==> config.mk <==
export PLATFORM = sky130hd
export DESIGN_NAME = lufe_arith
export DESIGN_NICKNAME = d
export VERILOG_FILES = /design/src/rtl/lufe_pkg.sv /design/src/rtl/lufe_arith.sv
export SDC_FILE = /design/constraint.sdc
export NUM_CORES = 2
export LEC_CHECK = 0
export BUFFER_PORTS_ARGS = -buffer_cell sky130_fd_sc_hd__buf_2
export CORE_MARGIN = 10
export CORE_UTILIZATION = 60
export DETAILED_ROUTE_END_ITERATION = 8
export GPL_TIMING_DRIVEN = 0
export PLACE_DENSITY = 0.81
export SKIP_CTS_REPAIR_TIMING = 1
export SLEW_MARGIN = 15
export SYNTH_ARGS = -nofsm -noshare
export SYNTH_HDL_FRONTEND = slang
export SYNTH_SLANG_ARGS = --single-unit
==> constraint.sdc <==
create_clock -name clk -period 10.7 [get_ports clk]
set_input_delay 1.605 -clock clk [delete_from_list [all_inputs] [get_ports clk]]
set_output_delay 1.605 -clock clk [all_outputs]
set_load 0.02 [all_outputs]
==> src/rtl/lufe_pkg.sv <==
// Shared types, constants and saturation helpers for the LU factorization engine.
// No dependencies; every other file of the block imports this package.
`default_nettype none

package lufe_pkg;

  // Fixed widths of the request and response fields
  localparam int DATA_W        = 32;
  localparam int IDX_PORT_W    = 6;
  localparam int REQ_W         = 2;
  localparam int STAT_W        = 2;
  localparam int SIZE_W        = 7;
  localparam int APB_DATA_W    = 32;
  localparam int APB_ADDR_W    = 3;

  // Defaults for the top-level parameters
  localparam int MATRIX_SIZE_DEF = 64;
  localparam int FRAC_BITS_DEF   = 16;
  localparam logic [SIZE_W-1:0] ACTIVE_SIZE_RST = 7'd64;

  // Request kinds
  typedef enum logic [REQ_W-1:0] {
    REQ_WRITE  = 2'd0,
    REQ_START  = 2'd1,
    REQ_READ_L = 2'd2,
    REQ_READ_U = 2'd3
  } req_kind_t;

  // Response status codes
  typedef enum logic [STAT_W-1:0] {
    ST_OK         = 2'd0,
    ST_ZERO_PIVOT = 2'd1,
    ST_RANGE      = 2'd2
  } status_t;

  // Register map
  localparam logic REG_ACTIVE_SIZE = 1'b0;

  // Shared arithmetic unit command
  typedef enum logic {
    OP_DIV = 1'b0,
    OP_MUL = 1'b1
  } arith_op_t;

  typedef struct packed {
    logic      start;
    arith_op_t op;
  } arith_cmd_t;

  // Sequencer status toward the top level
  typedef struct packed {
    logic busy;
    logic done;
    logic zero_pivot;
  } seq_stat_t;

  // Apply a sign to a magnitude and clamp to the signed 32-bit range
  function automatic logic [DATA_W-1:0] sat_mag(input logic [63:0] m, input logic neg);
    if (neg) begin
      if (m > 64'h0000_0000_8000_0000) return 32'h8000_0000;
      else return ~m[DATA_W-1:0] + 32'd1;
    end else if (m > 64'h0000_0000_7FFF_FFFF) begin
      return 32'h7FFF_FFFF;
    end else begin
      return m[DATA_W-1:0];
    end
  endfunction

  // Clamp a 33-bit signed difference to 32 bits
  function automatic logic [DATA_W-1:0] sat_diff(input logic [DATA_W:0] d);
    if (d[DATA_W] != d[DATA_W-1]) return d[DATA_W] ? 32'h8000_0000 : 32'h7FFF_FFFF;
    else return d[DATA_W-1:0];
  endfunction

endpackage

`default_nettype wire

==> src/rtl/lufe_arith.sv <==
// Shared fixed-point unit: restoring divider (one quotient bit per cycle) and
// a registered 32x32 multiplier, both with saturation. Depends on lufe_pkg.
`default_nettype none

module lufe_arith #(
  parameter int FRAC_BITS = lufe_pkg::FRAC_BITS_DEF
) (
  input  wire logic                        clk,
  input  wire logic                        rst,
  input  wire lufe_pkg::arith_cmd_t        cmd,
  input  wire logic [lufe_pkg::DATA_W-1:0] op_a,
  input  wire logic [lufe_pkg::DATA_W-1:0] op_b,
  output logic                             done,
  output logic [lufe_pkg::DATA_W-1:0]      result
);
  import lufe_pkg::*;

  localparam int DW  = DATA_W + FRAC_BITS;
  localparam int CW  = $clog2(DW + 1);

  typedef enum logic [3:0] {
    A_IDLE = 4'b0001,
    A_DIV  = 4'b0010,
    A_MUL  = 4'b0100,
    A_FIN  = 4'b1000
  } astate_t;

  astate_t           state;
  arith_op_t         op;
  logic              neg;
  logic [DATA_W-1:0] ma, mb;
  logic [DW-1:0]     dvd, quo;
  logic [DATA_W-1:0] rem;
  logic [CW-1:0]     cnt;
  logic [63:0]       prod;

  logic [DATA_W-1:0] mag_a, mag_b;
  logic [DATA_W:0]   rem_sh;
  logic              ge;
  logic [63:0]       fin_mag;

  // Operand magnitudes
  assign mag_a = op_a[DATA_W-1] ? (~op_a + 32'd1) : op_a;
  assign mag_b = op_b[DATA_W-1] ? (~op_b + 32'd1) : op_b;

  // One restoring step
  assign rem_sh = {rem, dvd[DW-1]};
  assign ge     = rem_sh >= {1'b0, mb};

  assign fin_mag = (op == OP_DIV) ? 64'(quo) : (prod >> FRAC_BITS);

  always_ff @(posedge clk) begin
    if (rst) begin
      state <= A_IDLE;
      done  <= 1'b0;
    end else begin
      done <= 1'b0;
      unique case (state)
        A_IDLE: begin
          if (cmd.start) begin
            op  <= cmd.op;
            ma  <= mag_a;
            mb  <= mag_b;
            neg <= op_a[DATA_W-1] ^ op_b[DATA_W-1];
            dvd <= DW'(mag_a) << FRAC_BITS;
            quo <= '0;
            rem <= '0;
            cnt <= CW'(DW);
            state <= (cmd.op == OP_DIV) ? A_DIV : A_MUL;
          end
        end
        A_DIV: begin
          rem <= ge ? DATA_W'(rem_sh - {1'b0, mb}) : rem_sh[DATA_W-1:0];
          quo <= {quo[DW-2:0], ge};
          dvd <= dvd << 1;
          cnt <= cnt - CW'(1);
          if (cnt == CW'(1)) state <= A_FIN;
        end
        A_MUL: begin
          prod  <= 64'(ma) * 64'(mb);
          state <= A_FIN;
        end
        A_FIN: begin
          result <= sat_mag(fin_mag, neg);
          done   <= 1'b1;
          state  <= A_IDLE;
        end
        default: state <= A_IDLE;
      endcase
    end
  end

endmodule

`default_nettype wire

### After elaboration in Yosys (flattened, before gate mapping)

Index checks and enable logic that the tools add are counted.

* flip-flop bits (word level): 301
* bits of input ports: 68
* word-level logic and storage cells: 60

* add/sub/neg operators: 5
* multiply operators: 1
* magnitude comparators: 3
* equal/unequal tests: 7
* mux-type cells: 20
* bitwise operators: 5
* reductions and logical operators: 6

Operator list (count)
* $mux W32: 6
* $pmux W48 S2: 2
* $mux W48: 3
* $add A32 B1 Y32 const B: 3
* $not A32 Y32: 3
* $mul A32 B32 Y64: 1
* $pmux W32 S2: 1
* $gt A48 B31 Y1 const B: 1
* $gt A48 B32 Y1 const B: 1
* $ge A33 B32 Y1: 1
* $sub A32 B32 Y32: 1
* $mux W31: 1
* $pmux W4 S3: 1
* $pmux W6 S2: 1
* $mux W4: 2
* $eq A6 B1 Y1 const B: 1
* $mux W6: 1
* $reduce_and A2 Y1: 3
* $reduce_and A3 Y1: 2
* $sub A6 B1 Y6 const B: 1
* $eq A4 B1 Y1 const B: 1
* $eq A4 B2 Y1 const B: 1
* $eq A4 B3 Y1 const B: 1
* $eq A4 B4 Y1 const B: 1
* 6 further kinds: 7

### Logic depth before layout (Yosys ltp)

* depth in word-level cells: 5
* gate-level depth with buffers: 30

### Worst setup path before layout

OpenSTA, ideal clock, no wires.

* kind: input-to-reg
* from: input rst
* to: register cnt[0], enable pin
* library setup time: 0.758 ns
* arrival: 9.864 ns
* required time: 9.942 ns
* setup slack: 0.078 ns
* cell stages on the path: 1
* buffers on the path: 0
* cell sequence: o21ai_0

* longest elaborated chain between the ends: 2

RTL lines
* start: declaration: RTL line lufe_arith.sv:9 `input wire logic rst,`
* $not A1 Y1 (no source line)
* $reduce_and A3 Y1 (no source line)
* end signal: assignment: RTL line lufe_arith.sv:68 `cnt <= CW'(DW);`
* end signal: assignment: RTL line lufe_arith.sv:76 `cnt <= cnt - CW'(1);`
* end: declaration: RTL line lufe_arith.sv:34 `logic [CW-1:0] cnt;`

Every way passes these cells.
A chain may end at the register's enable or synchronous reset.

### Final worst setup path

* from: register mb[8]
* to: register prod[63], data pin

* longest elaborated chain between the ends: 1

RTL lines
* start: declaration: RTL line lufe_arith.sv:31 `logic [DATA_W-1:0] ma, mb;`
* start signal: assignment: RTL line lufe_arith.sv:63 `mb <= mag_b;`
* $mul A32 B32 Y64: RTL line lufe_arith.sv:80 `prod <= 64'(ma) * 64'(mb);`
* end signal: assignment: RTL line lufe_arith.sv:80
* end: declaration: RTL line lufe_arith.sv:35 `logic [63:0] prod;`

Every way passes these cells.

==> results.sh <==
export IMPL_dp_slack_ns=1.09
export IMPL_synth_area_um2=46800
export IMPL_layout_min_cycle_time_ns=9.76
export IMPL_synthArstFlopShare=0
export IMPL_multiInputGateArea_um2=34200
export IMPL_grt_use_total=0.392
export IMPL_synth_edf_count=264
export IMPL_synth_area_top_cells="fa_1 38%, edfxtp_1 17%, and2_1 8.6%"
export IMPL_path_class="reg -> reg"
export IMPL_grt_overflow=0
export IMPL_clock_latency_ns=0.59
export IMPL_mostFrequentLayoutCells="948 x inv_1, 896 x fa_1, 640 x and2_1"
export IMPL_final_hold_viol_count=0
export IMPL_period_share=0.912
export IMPL_timing_rr_end="prod[63]"
export IMPL_cts_tree="yes"
export IMPL_hold_depth=1
export IMPL_cts_root_buffer="clkbuf_16"
export IMPL_ant_nets=0
export IMPL_clock_path_buffers=3
export IMPL_io_buffer_count=99
export IMPL_critical_path_peak_fanout=10
export IMPL_final_common_cell="inv_1"
export IMPL_reg2reg_slack_ns=0.94
export IMPL_numCtsBuffers=30
export IMPL_grt_max_degree=67
export IMPL_wire_per_inst_um=28.7
export IMPL_die_w_um=299
export IMPL_max_freq_ghz=0.102
export IMPL_h_tree_depth=1
export IMPL_min_from="quo[19]"
export IMPL_maxCapViolations=0
export IMPL_synth_distinct_cells=80
export IMPL_row_count=102
export IMPL_num_fill_cells=6456
export IMPL_rsz0062_at_grt="no"
export IMPL_dpl_hpwl_mm=142
export IMPL_stdcell_count=6085
export IMPL_via_count=36400
export IMPL_start_util=0.605
export IMPL_core_area_um2=77300
export IMPL_synth_top_area_frac=0.383
export IMPL_avgSynthCellArea_um2=9.60
export IMPL_design_die_area_um2=89500
export IMPL_die_h_um=299
export IMPL_critPathCaptureType="register"
export IMPL_reg2reg_from="mb[8]"
export IMPL_dp_cells=6017
export IMPL_setup_viol=0
export IMPL_detail_route_vias_per_cell=5.99
export IMPL_first_iter_violations=3886
export IMPL_drive_gt1_frac=0.0445
export IMPL_antenna_found_initial=14
export IMPL_met1_usage=0.497
export IMPL_cts_sinks=269
export IMPL_yosys_warnings=0
export IMPL_cp_required_ns=11.04
export IMPL_register_area_um2=8030
export IMPL_io_pins=101
export IMPL_crit_path_start_kind="register"
export IMPL_synth_fp_nets=6132
export IMPL_crit_arrival_ns=10.10
export IMPL_synth_seq_cells=269
export IMPL_fin_ws_ns=0.938
export IMPL_dr_pass1_iters=6
export IMPL_slew_headroom=0.0412
export IMPL_slew_violations=0
export IMPL_synth_top_area_cell="fa_1"
export IMPL_syn2layout_area_growth_pct=6.54
export IMPL_worstMarginPinSlew_ns=1.44
export IMPL_hp_class="reg -> reg"
export IMPL_grt_busiest_layer="met2"
export IMPL_drc=0
export IMPL_netlist_instances=4871
export IMPL_ys_seq_area_frac=0.172
export IMPL_first_global_vias=37800
export IMPL_routed_wirelength_mm=175
export IMPL_status="complete, no violations"
export IMPL_use_met3=0.170
export IMPL_clkTransAtPathRegs_ns=0.06
export IMPL_grt_pass1_wl_mm=253
export IMPL_min_to="quo[20]"
export IMPL_grtUsageMet2=0.579
export IMPL_synthFlopType="edfxtp_1"
export IMPL_fin_skew_ns=0.0215
export IMPL_routabilityCongestion=1.09
export IMPL_fin_nets=6270
export IMPL_reg2reg_depth=26
[state kept, by name (all words and copies together), names as in the netlist]
signal  count
prod       48
quo        48
dvd        32
ma         32
mb         32
rem        32
result     32
cnt         6
state       4
done        1
neg         1
op          1
[critical path, stage by stage, from the launching register on]
cell	delay [ns]
edfxtp_1	0.64
clkbuf_1	1.10
nand2_1	0.25
fa_1	0.62
inv_1	0.06
fa_1	0.42
inv_1	0.08
fa_1	0.43
fa_1	0.51
inv_1	0.06
fa_1	0.50
inv_1	0.05
fa_1	0.56
fa_1	0.44
fa_1	0.56
inv_1	0.06
ha_1	0.35
nand4_1	0.13
nor2_1	0.16
nor4b_2	0.59
o21ai_0	0.34
and3_1	0.36
o31a_1	0.38
o311ai_1	0.38
a31o_2	0.24
a21oi_1	0.09
xnor2_1	0.13
[kinds of logic (layout without fill, tap and decap cells)]
family	Yosys count	in the layout	share of synthesized area
fa+ha+maj	1193	1193	0.463
compound gates	444	444	0.0587
flops	269	269	0.172
xor+xnor	133	133	0.0249
simple gates	1583	1583	0.175
other cells	0	12	0
buf+inv	1214	1376	0.0984
mux	35	35	0.00800
[worst max path at each step]
stage               cells after the start     start        to  slack [ns]
floorplan                               1       rst    cnt[0]        0.08
global route                           26     mb[8]  prod[63]        0.84
detailed placement                     26    mb[10]  prod[63]        1.09
finish                                 26     mb[8]  prod[63]        0.94
global placement                        4  state[0]    quo[8]       -4.29
CTS                                    26    mb[10]  prod[63]        1.07
[cells in the mapped netlist (all sizes together) (5+ instances only)]
| cell | number |
|---|---|
| inv | 949 |
| fa | 896 |
| and2 | 640 |
| nand2 | 540 |
| ha | 297 |
| edfxtp | 264 |
| clkbuf | 250 |
| nor2 | 177 |
| a21oi | 131 |
| o21ai | 128 |
| xnor2 | 96 |
| a21o | 48 |
| xor2 | 37 |
| nor3 | 32 |
| mux2i | 29 |
| or3b | 26 |
| nand4 | 25 |
| a22oi | 22 |
| nand3 | 21 |
| and3 | 20 |
| nor2b | 17 |
| nor4 | 17 |
| o31ai | 17 |
| or3 | 16 |
| buf | 15 |
| a31oi | 14 |
| nand2b | 12 |
| or4 | 11 |
| o21bai | 10 |
| o211ai | 9 |
| or2 | 9 |
| o21a | 8 |
| o41ai | 8 |
| a211oi | 7 |
| nor3b | 7 |
| nor4b | 7 |
| mux2 | 6 |
| o22ai | 6 |
| dfxtp | 5 |
[stage by stage]
stage | hold WS, ns | cell area (µm²) | TNS, ns | utilization
6_report | 0.542 | 49800 | 0 | 0.644
2_1_floorplan | 0.491 | 46800 | 0 | -
4_1_cts | 0.549 | 49800 | 0 | 0.644
3_5_place_dp | 0.531 | 48700 | 0 | 0.630
5_1_grt | 0.566 | 49800 | 0 | 0.644
3_3_place_gp | 0.520 | 48600 | -501.25 | 0.628
[cell type report]
cell class / instances / area share
Clock inverter: 14 / 0.00419
Multi-Input combinational cell: 3388 / 0.686
Timing Repair Buffer: 106 / 0.0126
Buffer: 265 / 0.0211
Tap cell: 1040 / 0.0261
Inverter: 949 / 0.0715
Sequential cell: 269 / 0.161
Antenna cell: 12 / 0.000603
Clock buffer: 42 / 0.0172
[per-layer routing]
layer / routed length (µm) / share of wire
met1: 65500 / 0.37
met2: 73800 / 0.42
met3: 25400 / 0.15
met4: 10200 / 0.058
met5: 38 / 0.00022
Power is not shown: default switching activity piles up to over one toggle a cycle in this logic, so the estimate is an artifact.
