File: src/rtl/lufe_pkg.sv
// Shared types, constants and saturation helpers for the LU factorization engine.
// No dependencies; every other file of the block imports this package.
`default_nettype none

package lufe_pkg;

  // Fixed widths of the request and response fields
  localparam int DATA_W        = 32;
  localparam int IDX_PORT_W    = 6;
  localparam int REQ_W         = 2;
  localparam int STAT_W        = 2;
  localparam int SIZE_W        = 7;
  localparam int APB_DATA_W    = 32;
  localparam int APB_ADDR_W    = 3;

  // Defaults for the top-level parameters
  localparam int MATRIX_SIZE_DEF = 64;
  localparam int FRAC_BITS_DEF   = 16;
  localparam logic [SIZE_W-1:0] ACTIVE_SIZE_RST = 7'd64;

  // Request kinds
  typedef enum logic [REQ_W-1:0] {
    REQ_WRITE  = 2'd0,
    REQ_START  = 2'd1,
    REQ_READ_L = 2'd2,
    REQ_READ_U = 2'd3
  } req_kind_t;

  // Response status codes
  typedef enum logic [STAT_W-1:0] {
    ST_OK         = 2'd0,
    ST_ZERO_PIVOT = 2'd1,
    ST_RANGE      = 2'd2
  } status_t;

  // Register map
  localparam logic REG_ACTIVE_SIZE = 1'b0;

  // Shared arithmetic unit command
  typedef enum logic {
    OP_DIV = 1'b0,
    OP_MUL = 1'b1
  } arith_op_t;

  typedef struct packed {
    logic      start;
    arith_op_t op;
  } arith_cmd_t;

  // Sequencer status toward the top level
  typedef struct packed {
    logic busy;
    logic done;
    logic zero_pivot;
  } seq_stat_t;

  // Apply a sign to a magnitude and clamp to the signed 32-bit range
  function automatic logic [DATA_W-1:0] sat_mag(input logic [63:0] m, input logic neg);
    if (neg) begin
      if (m > 64'h0000_0000_8000_0000) return 32'h8000_0000;
      else return ~m[DATA_W-1:0] + 32'd1;
    end else if (m > 64'h0000_0000_7FFF_FFFF) begin
      return 32'h7FFF_FFFF;
    end else begin
      return m[DATA_W-1:0];
    end
  endfunction

  // Clamp a 33-bit signed difference to 32 bits
  function automatic logic [DATA_W-1:0] sat_diff(input logic [DATA_W:0] d);
    if (d[DATA_W] != d[DATA_W-1]) return d[DATA_W] ? 32'h8000_0000 : 32'h7FFF_FFFF;
    else return d[DATA_W-1:0];
  endfunction

endpackage

`default_nettype wire

File: src/rtl/lufe_seq.sv
// Factorization sequencer: walks pivot, row and column indices, drives the
// matrix store and the shared arithmetic unit. Depends on lufe_pkg.
`default_nettype none

module lufe_seq #(
  parameter int IDX_W = 6
) (
  input  wire logic                        clk,
  input  wire logic                        rst,
  input  wire logic                        start,
  input  wire logic [IDX_W-1:0]            n_m1,
  input  wire logic [lufe_pkg::DATA_W-1:0] rdata,
  input  wire logic                        ar_done,
  input  wire logic [lufe_pkg::DATA_W-1:0] ar_result,
  output lufe_pkg::arith_cmd_t             ar_cmd,
  output logic [lufe_pkg::DATA_W-1:0]      ar_a,
  output logic [lufe_pkg::DATA_W-1:0]      ar_b,
  output logic                             mem_we,
  output logic [2*IDX_W-1:0]               mem_waddr,
  output logic [lufe_pkg::DATA_W-1:0]      mem_wdata,
  output logic                             mem_re,
  output logic [2*IDX_W-1:0]               mem_raddr,
  output lufe_pkg::seq_stat_t              stat
);
  import lufe_pkg::*;

  typedef enum logic [12:0] {
    S_IDLE  = 13'b0000000000001,
    S_PRD   = 13'b0000000000010,
    S_PWAIT = 13'b0000000000100,
    S_MRD   = 13'b0000000001000,
    S_MWAIT = 13'b0000000010000,
    S_DIV   = 13'b0000000100000,
    S_MWR   = 13'b0000001000000,
    S_URD   = 13'b0000010000000,
    S_ARD   = 13'b0000100000000,
    S_AGET  = 13'b0001000000000,
    S_MULW  = 13'b0010000000000,
    S_KWR   = 13'b0100000000000,
    S_DONE  = 13'b1000000000000
  } sstate_t;

  sstate_t           state;
  logic [IDX_W-1:0]  i, j, k, last;
  logic [DATA_W-1:0] piv, m, aval, pval;
  logic              zp;

  always_ff @(posedge clk) begin
    if (rst) begin
      state <= S_IDLE;
      zp    <= 1'b0;
    end else begin
      unique case (state)
        S_IDLE: begin
          if (start) begin
            i     <= '0;
            last  <= n_m1;
            zp    <= 1'b0;
            state <= S_PRD;
          end
        end
        S_PRD: state <= S_PWAIT;
        // Pivot arrives; a zero pivot is flagged and gives zero multipliers
        S_PWAIT: begin
          piv <= rdata;
          if (rdata == '0) zp <= 1'b1;
          if (i == last) begin
            state <= S_DONE;
          end else begin
            j     <= i + IDX_W'(1);
            state <= S_MRD;
          end
        end
        S_MRD: state <= S_MWAIT;
        S_MWAIT: begin
          if (piv == '0) begin
            m     <= '0;
            state <= S_MWR;
          end else begin
            state <= S_DIV;
          end
        end
        S_DIV: begin
          if (ar_done) begin
            m     <= ar_result;
            state <= S_MWR;
          end
        end
        // Store multiplier; a zero multiplier leaves the row unchanged
        S_MWR: begin
          if (m != '0) begin
            k     <= i + IDX_W'(1);
            state <= S_URD;
          end else if (j == last) begin
            i     <= i + IDX_W'(1);
            state <= S_PRD;
          end else begin
            j     <= j + IDX_W'(1);
            state <= S_MRD;
          end
        end
        S_URD: state <= S_ARD;
        S_ARD: state <= S_AGET;
        S_AGET: begin
          aval  <= rdata;
          state <= S_MULW;
        end
        S_MULW: begin
          if (ar_done) begin
            pval  <= ar_result;
            state <= S_KWR;
          end
        end
        // Row update written back; step column, then row, then pivot
        S_KWR: begin
          if (k != last) begin
            k     <= k + IDX_W'(1);
            state <= S_URD;
          end else if (j != last) begin
            j     <= j + IDX_W'(1);
            state <= S_MRD;
          end else begin
            i     <= i + IDX_W'(1);
            state <= S_PRD;
          end
        end
        S_DONE: state <= S_IDLE;
        default: state <= S_IDLE;
      endcase
    end
  end

  // Memory and arithmetic drive
  always_comb begin
    mem_re    = 1'b0;
    mem_raddr = {i, i};
    mem_we    = 1'b0;
    mem_waddr = {j, i};
    mem_wdata = m;
    ar_cmd    = '{start: 1'b0, op: OP_DIV};
    ar_a      = rdata;
    ar_b      = piv;
    unique case (state)
      S_PRD: begin
        mem_re = 1'b1;
      end
      S_MRD: begin
        mem_re    = 1'b1;
        mem_raddr = {j, i};
      end
      S_MWAIT: begin
        ar_cmd = '{start: (piv != '0), op: OP_DIV};
      end
      S_MWR: begin
        mem_we = 1'b1;
      end
      S_URD: begin
        mem_re    = 1'b1;
        mem_raddr = {i, k};
      end
      S_ARD: begin
        mem_re    = 1'b1;
        mem_raddr = {j, k};
        ar_cmd    = '{start: 1'b1, op: OP_MUL};
        ar_a      = m;
        ar_b      = rdata;
      end
      S_KWR: begin
        mem_we    = 1'b1;
        mem_waddr = {j, k};
        mem_wdata = sat_diff({aval[DATA_W-1], aval} - {pval[DATA_W-1], pval});
      end
      default: begin
      end
    endcase
  end

  assign stat.busy       = (state != S_IDLE);
  assign stat.done       = (state == S_DONE);
  assign stat.zero_pivot = zp;

endmodule

`default_nettype wire

File: config.mk
export PLATFORM = sky130hd
export DESIGN_NAME = lufe_seq
export DESIGN_NICKNAME = d
export VERILOG_FILES = /design/src/rtl/lufe_pkg.sv /design/src/rtl/lufe_seq.sv
export SDC_FILE = /design/constraint.sdc
export NUM_CORES = 1
export LEC_CHECK = 0
export BUFFER_PORTS_ARGS = -buffer_cell sky130_fd_sc_hd__buf_2
export CAP_MARGIN = 20
export CORE_ASPECT_RATIO = 1.2
export CORE_MARGIN = 3
export CORE_UTILIZATION = 31
export CTS_BUF_LIST = sky130_fd_sc_hd__clkbuf_4
export DETAILED_ROUTE_END_ITERATION = 16
export SETUP_SLACK_MARGIN = 0.05
export SYNTH_ARGS = -nofsm -noshare
export SYNTH_HDL_FRONTEND = slang
export SYNTH_SLANG_ARGS = --single-unit
export TNS_END_PERCENT = 50
File: constraint.sdc
create_clock -name clk -period 5.1 [get_ports clk]
set_input_delay 0.51 -clock clk [delete_from_list [all_inputs] [get_ports clk]]
set_output_delay 0.51 -clock clk [all_outputs]
set_load 0.03 [all_outputs]
Yosys cells after proc, flatten, opt, wreduce, memory -nomap -nowiden
Index checks and enable logic that the tools add are counted.
{"block": "word_totals", "register_bits": 166, "inputBits": 74, "wordCells": 110, "output_inout_bits": 127}
{"block": "classes", "bitwise_logic": 1, "mux": 41, "n_eq_ne": 33, "n_addsub": 4, "n_reduce_logical": 21}
{"op": "$mux 32", "n": 7}
{"op": "$pmux 13 s12", "n": 1}
{"op": "$mux 6", "n": 13}
{"op": "$logic_not 32->1", "n": 2}
{"op": "$pmux 32 s2", "n": 1}
{"op": "$reduce_bool 32->1", "n": 2}
{"op": "$mux 13", "n": 4}
{"op": "$pmux 12 s3", "n": 1}
{"op": "$pmux 6 s3", "n": 2}
{"op": "$sub 32x32->33", "n": 1}
{"op": "$ne 2x2->1 const B", "n": 14}
{"op": "$add 6x1->6 const B", "n": 3}
{"op": "$mux 8", "n": 2}
{"op": "$reduce_and 7->1", "n": 2}
{"op": "$eq 13x1->1 const B", "n": 1}
{"op": "$eq 13x10->1 const B", "n": 1}
{"op": "$eq 13x11->1 const B", "n": 1}
{"op": "$eq 13x12->1 const B", "n": 1}
{"op": "$eq 13x13->1 const B", "n": 1}
{"op": "$eq 13x2->1 const B", "n": 1}
{"op": "$eq 13x3->1 const B", "n": 1}
{"op": "$eq 13x4->1 const B", "n": 1}
{"op": "$eq 13x5->1 const B", "n": 1}
{"op": "$eq 13x6->1 const B", "n": 1}
{"op": "other kinds (21)", "n": 35}

Longest topological paths before layout
{"block": "depth", "depth_word": 4, "depth_mapped": 13}

Least setup slack after synthesis
OpenSTA, ideal clock, no wires.
{"block": "synth_path", "path_kind": "register -> register", "start": "register state[9]", "end": "register pval[0] (enable)", "arrival_ps": 3444, "n_path_buf": 0, "synth_period_minus_slack_ps": 3912, "slack_ps": 1188, "stages_incl_launch_ff": 6, "cell_sequence": "dfxtp_1 -> nor4_1 -> nand2_1 -> nor3_1 -> nand3_1 -> nor3b_1"}
{"block": "synth_between", "elab_chain_len": 2}
{"element": "start: declaration", "line_no": "lufe_seq.sv:43", "text": "sstate_t state;"}
{"element": "start signal: assignment", "line_no": "lufe_seq.sv:50", "text": "state <= S_IDLE;"}
{"element": "start signal: assignment", "line_no": "lufe_seq.sv:59", "text": "state <= S_PRD;"}
{"element": "start signal: assignment", "line_no": "lufe_seq.sv:62", "text": "S_PRD: state <= S_PWAIT;"}
{"element": "$eq 13x11->1", "line_no": "lufe_seq.sv:53", "text": "unique case (state)"}
{"element": "$reduce_and 3->1 (no source line)"}
{"element": "end signal: assignment", "line_no": "lufe_seq.sv:110", "text": "pval <= ar_result;"}
{"element": "end: declaration", "line_no": "lufe_seq.sv:45", "text": "logic [DATA_W-1:0] piv, m, aval, pval;"}
No other way between the ends.
A chain may end at the register's enable or synchronous reset.

Worst setup path in the final report
{"block": "layout_path", "start": "register aval[28]", "end": "output port mem_wdata[11] (netlist bit)"}
{"block": "layout_between", "elab_chain_len": 4, "word_cells_on_any_way": 5}
{"element": "start: declaration", "line_no": "lufe_seq.sv:45"}
{"element": "start signal: assignment", "line_no": "lufe_seq.sv:105", "text": "aval <= rdata;"}
{"element": "$sub 32x32->33 (*)", "line_no": "lufe_seq.sv:171", "text": "mem_wdata = sat_diff({aval[DATA_W-1], aval} - {pval[DATA_W-1], pval});"}
{"element": "$mux 32 / $ne 1x1->1 (equally long branches)", "line_no": "lufe_pkg.sv:71", "text": "if (d[DATA_W] != d[DATA_W-1]) return d[DATA_W] ? 32'h8000_0000 : 32'h7FFF_FFFF;"}
{"element": "$mux 32 (*)", "line_no": "lufe_pkg.sv:71"}
{"element": "$mux 32 (*)", "line_no": "lufe_seq.sv:143", "text": "unique case (state)"}
{"element": "end: declaration", "line_no": "lufe_seq.sv:20", "text": "output logic [lufe_pkg::DATA_W-1:0] mem_wdata,"}
Mark *: on every way between the ends. The rest lies on a longest branch, timed or not.

==> impl_metrics.yaml <==
status:
  status: "finished clean"
worst_setup_path:
  worstRegToRegCells: 8
  path_class: "flip-flop to output port"
  cp.required_ns: 4.59
  startpoint: "aval[28]"
  crit_slowest_cell: "a311oi_4"
  critPathTopFamily: "compound AO/OA/AOI/OAI gates"
  max_stage_delay_ns: 0.57
  worst-path-stages: 11
  startpoint_type: "flip-flop"
  cp.arrival_ns: 4.26
  path_buf_inv: 2
  end_kind: "output port"
  path_max_fanout: 38
  cp_cell_sequence: "ha_1, a21o_1, a21oi_1, nor2_1, a311oi_2, mux2_2, a311oi_4, buf_4, o21ai_0, o21ai_1, buf_2"
  r2r_start: "state[9]"
sta:
  worstMarginPinSlew_ns: 0.961
  skew_ns: 0.0274
  setup_violations: 0
  fin_hold_ws_ns: 0.0833
  drv_slew: 0
  rsz0062_at_grt: "no"
  max_freq_mhz: 210
  hold_violations: 0
  period_share_pct: 93.5
  setup_tns_ns: 0
  layout_min_cycle_time_ns: 4.77
  slew_headroom_pct: 35.4
floorplan:
  die_area_um2: 34700
  rows: 71
  start_util_pct: 31.8
  die_x_um: 171
  die_h_um: 204
  top_level_ports: 201
  core_area_um2: 31700
logic_synthesis:
  yosysWarningCount: 0
  seq_area_frac_synth_pct: 48.1
  netlist_top_cells_area: "edfxtp_1 (45%), nand2_1 (10%), ha_1 (4.3%), a21oi_1 (3.8%), dfxtp_1 (2.8%)"
  synth_edf_count: 152
  syn_avg_cell_area_um2: 9.21
  syn_inst: 1094
  syn-cell-area_um2: 10100
  synthesis.nets: 1204
  ys_seq_elements: 166
  yosysTopAreaCell: "edfxtp_1"
  async_reset_ff_share_pct: 0
  ys_types: 72
  ys.flop_type: "edfxtp_1"
  yosys.area.top_type_share_pct: 45.3
place:
  portBuffers: 200
  gp_congestion: 0.906
  dp_hpwl_um: 25800
grt:
  grt_pass1_wl_um: 50800
  grt.total_usage_pct: 19.4
  grt_max_degree: 65
  antenna_found_initial: 3
  overflow: 0
  grt_pass1_vias: 8519
detailed_routing:
  first_pass_iters: 5
  viasPerCell: 5.21
  routedWlPerCell_um: 20.1
  drt_wl_total_um: 34000
  drc: 0
  drtIter0Drc: 576
  ant_nets: 0
  vias: 8813
pwr:
  powerDensity_nw_per_um2: 227
  p_leak_nw: 4.93
  vdd_drop_max_v: 0.000109
finish:
  multi_input_area_um2: 4910
  finalNetCount: 1385
  final_cell_mix: "nand2_1 (279), buf_2 (200), edfxtp_1 (152)"
  layout_commonest_cell: "nand2_1"
  fill_cells: 3186
  finish.utilization_pct: 37.4
  layout-drive-gt1-share_pct: 22.4
  regArea_um2: 4840
  syn_to_final_growth_pct: 17.8
clock_network:
  post_cts_buffers: 0
  clk_latency_ns: 0.60
  htreeDepth: 4
  clock-sinks: 166
  cts_tree: "done"
  cts_made_buffers: 17
  clockBufferDepth: 2
  path_clk_slew_ns: 0.14
  cts_root_buffer: "clkbuf_4"
min_path:
  hp-start: "n_m1[0]"
  hold-path-cell-count: 1
  hold_class: "input pin to flip-flop"
run:
  maxCapViolCount: 0
## report_power, final
part	switching (W)	internal (W)
Clock	0.000489	0.000443
Combinational	0.000169	0.0000827
Sequential	0.0000171	0.00149
## cells in the mapped netlist, drive strengths merged (4+ instances only)
cell	number
a21o	20
a21oi	77
a311oi	4
a31oi	4
and2	41
and3	5
buf	21
clkbuf	30
dfxtp	14
edfxtp	152
ha	35
inv	43
mux2	15
nand2	280
nand2b	4
nand3	20
nand3b	4
nand4	11
nor2	54
nor2b	9
nor3	12
nor3b	8
nor4	31
o211ai	8
o21a	6
o21ai	65
o21bai	6
o22ai	4
o31ai	4
or2	4
or3	7
or3b	6
xnor2	30
xor2	25
## stage by stage
stage / instance area (um^2) / setup slack (ns) / std cells / total power (W)
floorplan: 10100 / 1.19 / 1094 / 0.00168
global placement: 11500 / 1.02 / 1656 / 0.00179
detailed placement: 11500 / 0.867 / 1656 / 0.00179
CTS: 11800 / 0.131 / 1688 / 0.00271
global route: 11900 / 0.0709 / 1691 / 0.00278
finish: 11900 / 0.333 / 1691 / 0.00269
## layer usage
metal | share of wire (%) | wire length [um] | track usage (%)
met3 | 5.9 | 1990 | 3.82
met1 | 42 | 14100 | 24.5
met2 | 50 | 17100 | 33.3
met5 | 0.038 | 13 | 0
met4 | 2.2 | 759 | 6.20
## sequential cells by signal, summed over array words and instances (netlist names)
register	flops
piv	32
state	13
pval	32
j	6
last	6
i	6
k	6
zp	1
m	32
aval	32
## timing repair
action	CTS	global route
hold buffers	0	0
gates resized for setup	0	2
endpoints found under the hold margin	0	0
endpoints found under the setup margin	0	23
## logic make-up (layout without fill, tap and decap cells)
family                     count (synthesis)  in the layout  share of synthesized area (%)
and+or+nand+nor                          504            504                           23.3
AOI/OAI and AO/OA                        222            222                           13.6
DFF                                      166            166                           48.1
buffers and inverters                     94            288                           3.87
xor gates and xnor gates                  55             55                           4.78
adders and majority gates                 36             36                           4.54
muxes                                     17             17                           1.87
other                                      0              2                              0
## path summary, 6_finish.rpt
kind                                       to  slack [ns]
worst max-delay path            mem_wdata[11]        0.33
worst min-delay path                  last[0]        0.08
worst max register to register           i[3]        1.81
worst min register to register             zp        0.53
## cell type report
type	count	area share, %
Antenna cell	2	0.0422
Clock buffer	18	1.14
Clock inverter	14	1.72
Inverter	43	1.36
Multi-Input combinational cell	834	41.3
Sequential cell	166	40.8
Tap cell	401	4.23
Timing Repair Buffer	213	9.39
Note: power is estimated with default switching activity, not from simulation.
